## src/design/bcsl_pkg.sv

```systemverilog
// Shared types, constants and the commutation table for the BLDC
// commutation and speed loop unit. No dependencies.
package bcsl_pkg;

  // Event kinds carried by one input item
  typedef enum logic [1:0] {
    REQ_TACHO = 2'd0,
    REQ_HALL  = 2'd1,
    REQ_TICK  = 2'd2,
    REQ_NONE  = 2'd3
  } req_e;

  // Configuration register indexes
  localparam int unsigned CFG_IDX_W = 3;
  localparam logic [CFG_IDX_W-1:0] CFG_TARGET    = 3'd0;
  localparam logic [CFG_IDX_W-1:0] CFG_GAIN_P    = 3'd1;
  localparam logic [CFG_IDX_W-1:0] CFG_GAIN_I    = 3'd2;
  localparam logic [CFG_IDX_W-1:0] CFG_GAIN_D    = 3'd3;
  localparam logic [CFG_IDX_W-1:0] CFG_DIRECTION = 3'd4;
  localparam int unsigned CFG_DATA_W = 16;

  // Phase select codes
  localparam logic [1:0] PHASE_NONE = 2'd0;
  localparam logic [1:0] PHASE_A    = 2'd1;
  localparam logic [1:0] PHASE_B    = 2'd2;
  localparam logic [1:0] PHASE_C    = 2'd3;

  // Reset values of the configuration registers
  localparam logic [7:0]         TARGET_RST = 8'd80;
  localparam logic signed [15:0] GAIN_P_RST = 16'sd2867;
  localparam logic signed [15:0] GAIN_I_RST = 16'sd1638;
  localparam logic signed [15:0] GAIN_D_RST = 16'sd16;

  localparam int unsigned ERR_W     = 17;
  localparam int unsigned PROD_W    = 33;
  localparam int unsigned SUM_W     = 35;
  localparam int unsigned FRAC_BITS = 12;
  localparam int unsigned FRAC_MASK = (1 << FRAC_BITS) - 1;

  localparam logic [7:0]  DUTY_MAX   = 8'd255;
  localparam logic [15:0] HALL_WRAP  = 16'd60000;
  localparam logic [3:0]  STALL_LAST = 4'd9;

  typedef logic signed [ERR_W-1:0]  err_t;
  typedef logic signed [PROD_W-1:0] prod_t;
  typedef logic signed [SUM_W-1:0]  sum_t;

  typedef struct packed {
    logic [7:0]         target;
    logic signed [15:0] gain_p;
    logic signed [15:0] gain_i;
    logic signed [15:0] gain_d;
    logic               direction;
  } cfg_t;

  // Event stage to duty stage: PID products plus the drive snapshot
  typedef struct packed {
    logic       tick;
    prod_t      prod_p;
    prod_t      prod_i;
    prod_t      prod_d;
    logic [1:0] high;
    logic [1:0] low;
    logic       stall;
  } pid_t;

  typedef struct packed {
    logic       keep;
    logic [1:0] high;
    logic [1:0] low;
  } drive_t;

  function automatic drive_t drive_lookup(input logic dir, input logic [2:0] code);
    drive_t r;
    r = '{keep: 1'b1, high: PHASE_NONE, low: PHASE_NONE};
    unique case (code)
      3'd1: r = dir ? '{1'b0, PHASE_C, PHASE_A} : '{1'b0, PHASE_A, PHASE_C};
      3'd2: r = dir ? '{1'b0, PHASE_B, PHASE_C} : '{1'b0, PHASE_C, PHASE_B};
      3'd3: r = dir ? '{1'b0, PHASE_B, PHASE_A} : '{1'b0, PHASE_A, PHASE_B};
      3'd4: r = dir ? '{1'b0, PHASE_A, PHASE_B} : '{1'b0, PHASE_B, PHASE_A};
      3'd5: r = dir ? '{1'b0, PHASE_C, PHASE_B} : '{1'b0, PHASE_B, PHASE_C};
      3'd6: r = dir ? '{1'b0, PHASE_A, PHASE_C} : '{1'b0, PHASE_C, PHASE_A};
      default: r = '{keep: 1'b1, high: PHASE_NONE, low: PHASE_NONE};
    endcase
    return r;
  endfunction

endpackage

```

## src/design/bcsl_event_unit.sv

```systemverilog
// Event stage: commutation, tacho and hall counters, stall window and PID
// products. Depends on bcsl_pkg.
module bcsl_event_unit (
  input  logic            clk_i,
  input  logic            rst_ni,
  input  logic            adv_i,
  input  bcsl_pkg::req_e  req_i,
  input  logic [2:0]      hall_i,
  input  bcsl_pkg::cfg_t  cfg_i,
  output bcsl_pkg::pid_t  pid_o
);

  logic [15:0]        pulse_q, pulse_d;
  logic [15:0]        hall_cnt_q, hall_cnt_d;
  logic [15:0]        hall_seen_q, hall_seen_d;
  logic [3:0]         tick_q, tick_d;
  logic               stall_q, stall_d;
  logic [1:0]         high_q, high_d;
  logic [1:0]         low_q, low_d;
  bcsl_pkg::err_t     err1_q, err1_d;
  bcsl_pkg::err_t     err2_q, err2_d;
  bcsl_pkg::err_t     err_now;
  bcsl_pkg::drive_t   drive;
  bcsl_pkg::pid_t     pid_q, pid_d;

  always_comb begin
    pulse_d     = pulse_q;
    hall_cnt_d  = hall_cnt_q;
    hall_seen_d = hall_seen_q;
    tick_d      = tick_q;
    stall_d     = stall_q;
    high_d      = high_q;
    low_d       = low_q;
    err1_d      = err1_q;
    err2_d      = err2_q;
    err_now     = $signed({9'd0, cfg_i.target}) - $signed({1'b0, pulse_q});
    drive       = bcsl_pkg::drive_lookup(cfg_i.direction, hall_i);

    unique case (req_i)
      bcsl_pkg::REQ_TACHO: begin
        // saturate at full scale
        if (pulse_q != 16'hFFFF) pulse_d = pulse_q + 16'd1;
      end
      bcsl_pkg::REQ_HALL: begin
        hall_cnt_d = hall_cnt_q + 16'd1;
        if (!drive.keep) begin
          high_d = drive.high;
          low_d  = drive.low;
        end
      end
      bcsl_pkg::REQ_TICK: begin
        err2_d  = err1_q;
        err1_d  = err_now;
        pulse_d = '0;
        if (tick_q >= bcsl_pkg::STALL_LAST) begin
          if (hall_cnt_q == hall_seen_q) begin
            stall_d = 1'b1;
          end else begin
            hall_seen_d = hall_cnt_q;
            stall_d     = 1'b0;
          end
          tick_d = '0;
        end else begin
          tick_d = tick_q + 4'd1;
        end
        // compare the count as it stood before this tick
        if (hall_cnt_q > bcsl_pkg::HALL_WRAP) hall_cnt_d = '0;
      end
      default: ;
    endcase

    pid_d.tick   = (req_i == bcsl_pkg::REQ_TICK);
    pid_d.prod_p = bcsl_pkg::prod_t'(cfg_i.gain_p) * bcsl_pkg::prod_t'(err_now);
    pid_d.prod_i = bcsl_pkg::prod_t'(cfg_i.gain_i) * bcsl_pkg::prod_t'(err1_q);
    pid_d.prod_d = bcsl_pkg::prod_t'(cfg_i.gain_d) * bcsl_pkg::prod_t'(err2_q);
    pid_d.high   = high_d;
    pid_d.low    = low_d;
    pid_d.stall  = stall_d;
  end

  always_ff @(posedge clk_i or negedge rst_ni) begin
    if (!rst_ni) begin
      pulse_q     <= '0;
      hall_cnt_q  <= '0;
      hall_seen_q <= '0;
      tick_q      <= '0;
      stall_q     <= 1'b0;
      high_q      <= bcsl_pkg::PHASE_NONE;
      low_q       <= bcsl_pkg::PHASE_NONE;
      err1_q      <= '0;
      err2_q      <= '0;
    end else if (adv_i) begin
      pulse_q     <= pulse_d;
      hall_cnt_q  <= hall_cnt_d;
      hall_seen_q <= hall_seen_d;
      tick_q      <= tick_d;
      stall_q     <= stall_d;
      high_q      <= high_d;
      low_q       <= low_d;
      err1_q      <= err1_d;
      err2_q      <= err2_d;
    end
  end

  always_ff @(posedge clk_i) begin
    if (adv_i) pid_q <= pid_d;
  end

  assign pid_o = pid_q;

endmodule

```

## src/design/bcsl_duty_unit.sv

```systemverilog
// Duty stage: combines the PID products (P - I + D), scales to integer, accumulates and
// clamps the duty. Depends on bcsl_pkg.
module bcsl_duty_unit (
  input  logic           clk_i,
  input  logic           rst_ni,
  input  logic           adv_i,
  input  bcsl_pkg::pid_t pid_i,
  output logic [7:0]     duty_o
);

  logic [7:0]     duty_q;
  logic [7:0]     duty_clamp;
  bcsl_pkg::sum_t sum, sum_adj, corr, total;

  always_comb begin
    sum = bcsl_pkg::sum_t'(pid_i.prod_p) - bcsl_pkg::sum_t'(pid_i.prod_i)
        + bcsl_pkg::sum_t'(pid_i.prod_d);
    // bias negative sums so the shift truncates toward zero
    sum_adj = sum + (sum[bcsl_pkg::SUM_W-1] ?
                     bcsl_pkg::sum_t'(bcsl_pkg::FRAC_MASK) : bcsl_pkg::sum_t'(0));
    corr  = sum_adj >>> bcsl_pkg::FRAC_BITS;
    total = corr + bcsl_pkg::sum_t'({1'b0, duty_q});
    priority if (total[bcsl_pkg::SUM_W-1]) begin
      duty_clamp = '0;
    end else if (|total[bcsl_pkg::SUM_W-2:8]) begin
      duty_clamp = bcsl_pkg::DUTY_MAX;
    end else begin
      duty_clamp = total[7:0];
    end
  end

  always_ff @(posedge clk_i or negedge rst_ni) begin
    if (!rst_ni) begin
      duty_q <= '0;
    end else if (adv_i && pid_i.tick) begin
      duty_q <= duty_clamp;
    end
  end

  assign duty_o = pid_i.tick ? duty_clamp : duty_q;

endmodule

```

## src/design/bldc_commutation_speed_loop_unit.sv

```systemverilog
// Sensored BLDC commutation and incremental PID speed loop. Takes one event
// (tacho pulse, hall change or control tick) per cycle while results are
// taken, and returns one result per event with the drive state after it. Each
// event passes the input register, loaded at the transfer in, then the event
// stage register with the PID products, then the result register; a result
// not taken stalls the stages behind it. Throughput is one event per clock
// while results are taken, set by the state update in the event stage.
// Configure only while no event is in flight.
// Depends on bcsl_pkg, bcsl_event_unit and bcsl_duty_unit.
module bldc_commutation_speed_loop_unit (
  input  logic                               clk_i,
  input  logic                               rst_ni,
  input  logic                               in_valid_i,
  output logic                               in_ready_o,
  input  logic [1:0]                         req_type_i,
  input  logic [2:0]                         hall_state_i,
  output logic                               out_valid_o,
  input  logic                               out_ready_i,
  output logic [1:0]                         high_side_phase_o,
  output logic [1:0]                         low_side_phase_o,
  output logic [7:0]                         duty_compare_o,
  output logic                               stall_flag_o,
  input  logic                               cfg_valid_i,
  output logic                               cfg_ready_o,
  input  logic [bcsl_pkg::CFG_IDX_W-1:0]     cfg_index_i,
  input  logic [bcsl_pkg::CFG_DATA_W-1:0]    cfg_data_i
);

  bcsl_pkg::cfg_t  cfg_q;
  logic            s1_vld_q, s2_vld_q, out_vld_q;
  bcsl_pkg::req_e  req_q;
  logic [2:0]      hall_q;
  logic            s1_fire, s2_fire, in_fire, cfg_fire;
  bcsl_pkg::pid_t  pid;
  logic [7:0]      duty_nxt;
  logic [1:0]      high_q, low_q;
  logic [7:0]      cmp_q;
  logic            stall_q;

  assign s2_fire    = s2_vld_q && (!out_vld_q || out_ready_i);
  assign s1_fire    = s1_vld_q && (!s2_vld_q || s2_fire);
  assign in_ready_o = !s1_vld_q || s1_fire;
  assign in_fire    = in_valid_i && in_ready_o;
  assign cfg_ready_o = 1'b1;
  assign cfg_fire   = cfg_valid_i && cfg_ready_o;

  always_ff @(posedge clk_i or negedge rst_ni) begin
    if (!rst_ni) begin
      cfg_q.target    <= bcsl_pkg::TARGET_RST;
      cfg_q.gain_p    <= bcsl_pkg::GAIN_P_RST;
      cfg_q.gain_i    <= bcsl_pkg::GAIN_I_RST;
      cfg_q.gain_d    <= bcsl_pkg::GAIN_D_RST;
      cfg_q.direction <= 1'b0;
    end else if (cfg_fire) begin
      unique case (cfg_index_i)
        bcsl_pkg::CFG_TARGET:    cfg_q.target    <= cfg_data_i[7:0];
        bcsl_pkg::CFG_GAIN_P:    cfg_q.gain_p    <= $signed(cfg_data_i);
        bcsl_pkg::CFG_GAIN_I:    cfg_q.gain_i    <= $signed(cfg_data_i);
        bcsl_pkg::CFG_GAIN_D:    cfg_q.gain_d    <= $signed(cfg_data_i);
        bcsl_pkg::CFG_DIRECTION: cfg_q.direction <= cfg_data_i[0];
        default: ;  // drop writes beyond the register list
      endcase
    end
  end

  always_ff @(posedge clk_i or negedge rst_ni) begin
    if (!rst_ni) begin
      s1_vld_q  <= 1'b0;
      s2_vld_q  <= 1'b0;
      out_vld_q <= 1'b0;
    end else begin
      if (in_fire)       s1_vld_q <= 1'b1;
      else if (s1_fire)  s1_vld_q <= 1'b0;
      if (s1_fire)       s2_vld_q <= 1'b1;
      else if (s2_fire)  s2_vld_q <= 1'b0;
      if (s2_fire)       out_vld_q <= 1'b1;
      else if (out_ready_i) out_vld_q <= 1'b0;
    end
  end

  always_ff @(posedge clk_i) begin
    if (in_fire) begin
      req_q  <= bcsl_pkg::req_e'(req_type_i);
      hall_q <= hall_state_i;
    end
    if (s2_fire) begin
      high_q  <= pid.high;
      low_q   <= pid.low;
      cmp_q   <= bcsl_pkg::DUTY_MAX - duty_nxt;
      stall_q <= pid.stall;
    end
  end

  bcsl_event_unit u_event (
    .clk_i  (clk_i),
    .rst_ni (rst_ni),
    .adv_i  (s1_fire),
    .req_i  (req_q),
    .hall_i (hall_q),
    .cfg_i  (cfg_q),
    .pid_o  (pid)
  );

  bcsl_duty_unit u_duty (
    .clk_i  (clk_i),
    .rst_ni (rst_ni),
    .adv_i  (s2_fire),
    .pid_i  (pid),
    .duty_o (duty_nxt)
  );

  assign out_valid_o       = out_vld_q;
  assign high_side_phase_o = high_q;
  assign low_side_phase_o  = low_q;
  assign duty_compare_o    = cmp_q;
  assign stall_flag_o      = stall_q;

`ifndef NO_ASSERTIONS
  a_in_lands: assert property (@(posedge clk_i) disable iff (!rst_ni)
    in_fire |=> s1_vld_q)
    else $error("transfer in did not reach the event stage");

  a_s1_hold: assert property (@(posedge clk_i) disable iff (!rst_ni)
    s1_vld_q && !s1_fire |=> s1_vld_q && $stable(req_q) && $stable(hall_q))
    else $error("stalled event stage lost its item");

  a_drive_pair: assert property (@(posedge clk_i) disable iff (!rst_ni)
    out_valid_o |-> ((high_side_phase_o == bcsl_pkg::PHASE_NONE)
                     == (low_side_phase_o == bcsl_pkg::PHASE_NONE)))
    else $error("only one side of the bridge driven");

  a_no_shoot: assert property (@(posedge clk_i) disable iff (!rst_ni)
    out_valid_o && (high_side_phase_o != bcsl_pkg::PHASE_NONE)
      |-> (high_side_phase_o != low_side_phase_o))
    else $error("high and low side on the same phase");
`endif

endmodule
```

## config.mk

```make
export PLATFORM = sky130hd
export DESIGN_NAME = bldc_commutation_speed_loop_unit
export DESIGN_NICKNAME = d
export VERILOG_FILES = /design/src/design/bcsl_pkg.sv /design/src/design/bcsl_event_unit.sv /design/src/design/bcsl_duty_unit.sv /design/src/design/bldc_commutation_speed_loop_unit.sv
export SDC_FILE = /design/constraint.sdc
export NUM_CORES = 2
export LEC_CHECK = 0
export ABC_AREA = 1
export BUFFER_PORTS_ARGS = -buffer_cell sky130_fd_sc_hd__buf_2
export CAP_MARGIN = 30
export CORE_MARGIN = 2
export CORE_UTILIZATION = 53
export DETAILED_ROUTE_END_ITERATION = 8
export GPL_ROUTABILITY_DRIVEN = 0
export HOLD_SLACK_MARGIN = 0.08
export PLACE_DENSITY = 0.7
export SLEW_MARGIN = 20
export SYNTH_ARGS = -nofsm -noshare
export SYNTH_HDL_FRONTEND = slang
export SYNTH_SLANG_ARGS = --single-unit
```

## constraint.sdc

```tcl
create_clock -name clk_i -period 7.4 [get_ports clk_i]
set_input_delay 1.11 -clock clk_i [delete_from_list [all_inputs] [get_ports clk_i]]
set_output_delay 1.11 -clock clk_i [all_outputs]
set_load 0.005 [all_outputs]
```

==> impl_results.md <==
* Cell row count at 109
* Post-synth top area share at 0.3670
* Area occupied by multi-input gates at 0.03350 mm2
* Unique masters post-synth at 62
* Worst hold path class: reg -> reg
* PnR worst setup slack at -0.4909 ns
* Vias in the first global route at 38010
* Worst hold slack at 0.4220 ns
* Final ANT Viol Nets at 0
* Total number of vias at 36520
* Share of post-route cells with drive strength above 1 at 0.1075
* Total GRT Usage at 0.2856
* Critical path's slowest cell: fa_1
* Compound-gate portion of the synthesized area at 0.04944
* Routed wire length at 125000 um
* Worst-path clk slew at 0.06 ns
* Area contributors post-synth: fa_1 37%, inv_1 12%, nand2_1 10%
* CP arrival at 8.22 ns
* Synthesized-area fraction occupied by adder cells at 0.4513
* Final instance area at 0.05179 mm2
* I/O Pins at 45
* Worst-path fanout max at 3
* Synth Flop Type: dfrtp_1
* Synth Area in Simple Gates at 0.1666
* CTS H-tree depth at 2
* Detail Placement HPWL at 103000 um
* GRT overflow at 0
* Max Clk Rate at 126.7 MHz
* Most frequent cells in the layout: 1461 x inv_1, 1276 x nand2_1, 859 x fa_1
* Crit Path Category: reg -> reg
* Die extent in x at 302.0 um
* Leading cell type in the layout, fill and taps excluded: inv_1
* Post-Synth XOR/XNOR Area at 0.03392
* Placed cell area at 0.04987 mm2
* CTS sink cnt at 282
* Status: complete, but fails checks
* Synthesis-to-finish area growth at 10.03%
* Cell mode on critical path: fa_1
* Fill cell count at 7649
* Cell count after synthesis at 5634
* Core ar. at 0.08824 mm2
* Slew HR at 0.3834
* Cell taking the most area after synthesis: fa_1
* Fin nets at 6995
* CTS buffer count at 37
* FF+latch count, synth at 282
* Die H at 302.0 um
* CP endpoint kind: flop
* Ys Warns at 0
* CTS tree: done
* Syn nets at 6843
* Routed vias/inst at 5.231
* Drt pass-1 iters at 6
* Synth Area per Inst at 8.355 um2
* Root Buffer: clkbuf_16
* Setup-failing EPs final at 10
* Number of synthesized flops with an enable pin at 123
* Tmin final at 7.891 ns
* Setup TNS at -2.581 ns
* Clock Skew at 0.03143 ns
* DRC at 0
* Iteration-0 DRC Markers at 2888
* Largest net degree at the start of global routing at 66
* Async set-reset flop share out of synthesis at 0.5638
* Total Die Area at 0.09121 mm2
* Wirelength per Cell at 17.90 um
* Mux contribution to synthesized area at 0
* IO Port Bufs at 43
* Max Cap Violations at 0
* RSZ-0062 raised after global routing: true
* Mapped Area at 0.04707 mm2
* CP max stage delay at 0.54 ns
* Sequential area share after synthesis at 0.1634
* First-pass GRT wire length at 202400 um
* Startpoint types: flop
* Final worst path period share at 1.066
* CP required at 7.73 ns
* Initial core utilization at 0.5335
* Final Hold Viols at 0
* CTS Buffer Depth at 3
* Reg area at 0.007705 mm2
* Clk_lat worst skew at 0.58 ns
* Largest family of logic cells by synthesized area: adder cells
* Worst-margin pin slew at 0.9249 ns
* Hold_buf cts at 0
* Antenna violations before repair at 5
* Final Max Slew Viols at 0
* Failing checks: setup timing
==> flip-flops by register name, summed over array words and instances, names as in the netlist, 4 cells and up <==
name / count
cfg_q: 57
u_event.pid_o: 105
u_event.hall_cnt_q: 16
u_event.tick_q: 4
u_event.pulse_q: 16
duty_compare_o: 8
u_duty.duty_q: 8
u_event.hall_seen_q: 16
u_event.err1_q: 17
u_event.err2_q: 17
==> routing by layer <==
metal,share of wire,track usage,routed length [um]
met5,0.00010,0,13
met4,0.045,0.1116,5604
met2,0.46,0.4554,57140
met1,0.41,0.3797,50960
met3,0.090,0.06737,11280
==> worst paths after layout <==
path | start | to | slack, ns | depth (start not counted)
max in group asynchronous | rst_ni | u_event.err1_q[8] | 5.67 | 2
worst max-delay path | cfg_q[51] | u_event.pid_o[102] | -0.49 | 44
worst min register to register | u_event.pid_o[4] | high_side_phase_o[1] | 0.42 | 0
worst min-delay path | u_event.pid_o[4] | high_side_phase_o[1] | 0.42 | 0
min in group asynchronous | rst_ni | cfg_q[56] | 0.43 | 1
worst max register to register | cfg_q[51] | u_event.pid_o[102] | -0.49 | 44
==> cell usage after synthesis, drive strengths merged (9+ instances only) <==
master and count:
nor2 279, dfstp 16, dfrtp 143, a21oi 175
nand4 33, a31oi 9, nor3 27, clkbuf 188
xnor2 64, inv 1487, nor4 13, xor2 114
o21ai 189, nand2 1329, o21bai 15, fa 863
edfxtp 123, nand3 142, ha 317, or2 31
==> final cells by class <==
type,instances,area share
clock buffers,50,0.01981
clock inverters,18,0.003358
diodes,2,0.00009663
repair buffers,309,0.04447
multi-input cells,3661,0.6468
well taps,1165,0.02814
flip-flops and latches,282,0.1488
inverters,1495,0.1085
==> stage by stage <==
stage	cells	setup WS, ns	utilization
CTS	6966	-0.3314	0.5834
global placement	6876	-0.5914	0.5649
finish	6982	-0.4909	0.5870
detailed placement	6877	-0.7156	0.5652
floorplan	5634	-0.1503	-
global route	6980	-0.8899	0.5869
==> logic make-up after synthesis <==
kind of cell / count (synthesis)
xor gates and xnor gates: 178
and+or+nand+nor: 1874
adders and majority gates: 1180
buffers and inverters: 1691
DFF: 282
other: 1
AOI/OAI and AO/OA: 428
==> repair_timing <==
action / in CTS / in global routing
pin swaps: 54 / 21
gates resized for setup: 69 / 66
endpoints found under the setup margin: 11 / 35
buffers inserted: 22 / 17
==> worst max-delay path, delay by kind of cell (launching register included) <==
kind / cells / cell delay (ns)
buf+inv: 8 / 0.50
compound gates: 9 / 1.13
xor+xnor: 1 / 0.08
simple gates: 18 / 1.93
flops: 1 / 0.41
fa+ha+maj: 8 / 3.56
Power is not shown: default switching activity piles up to over one toggle a cycle in this logic, so the estimate is an artifact.
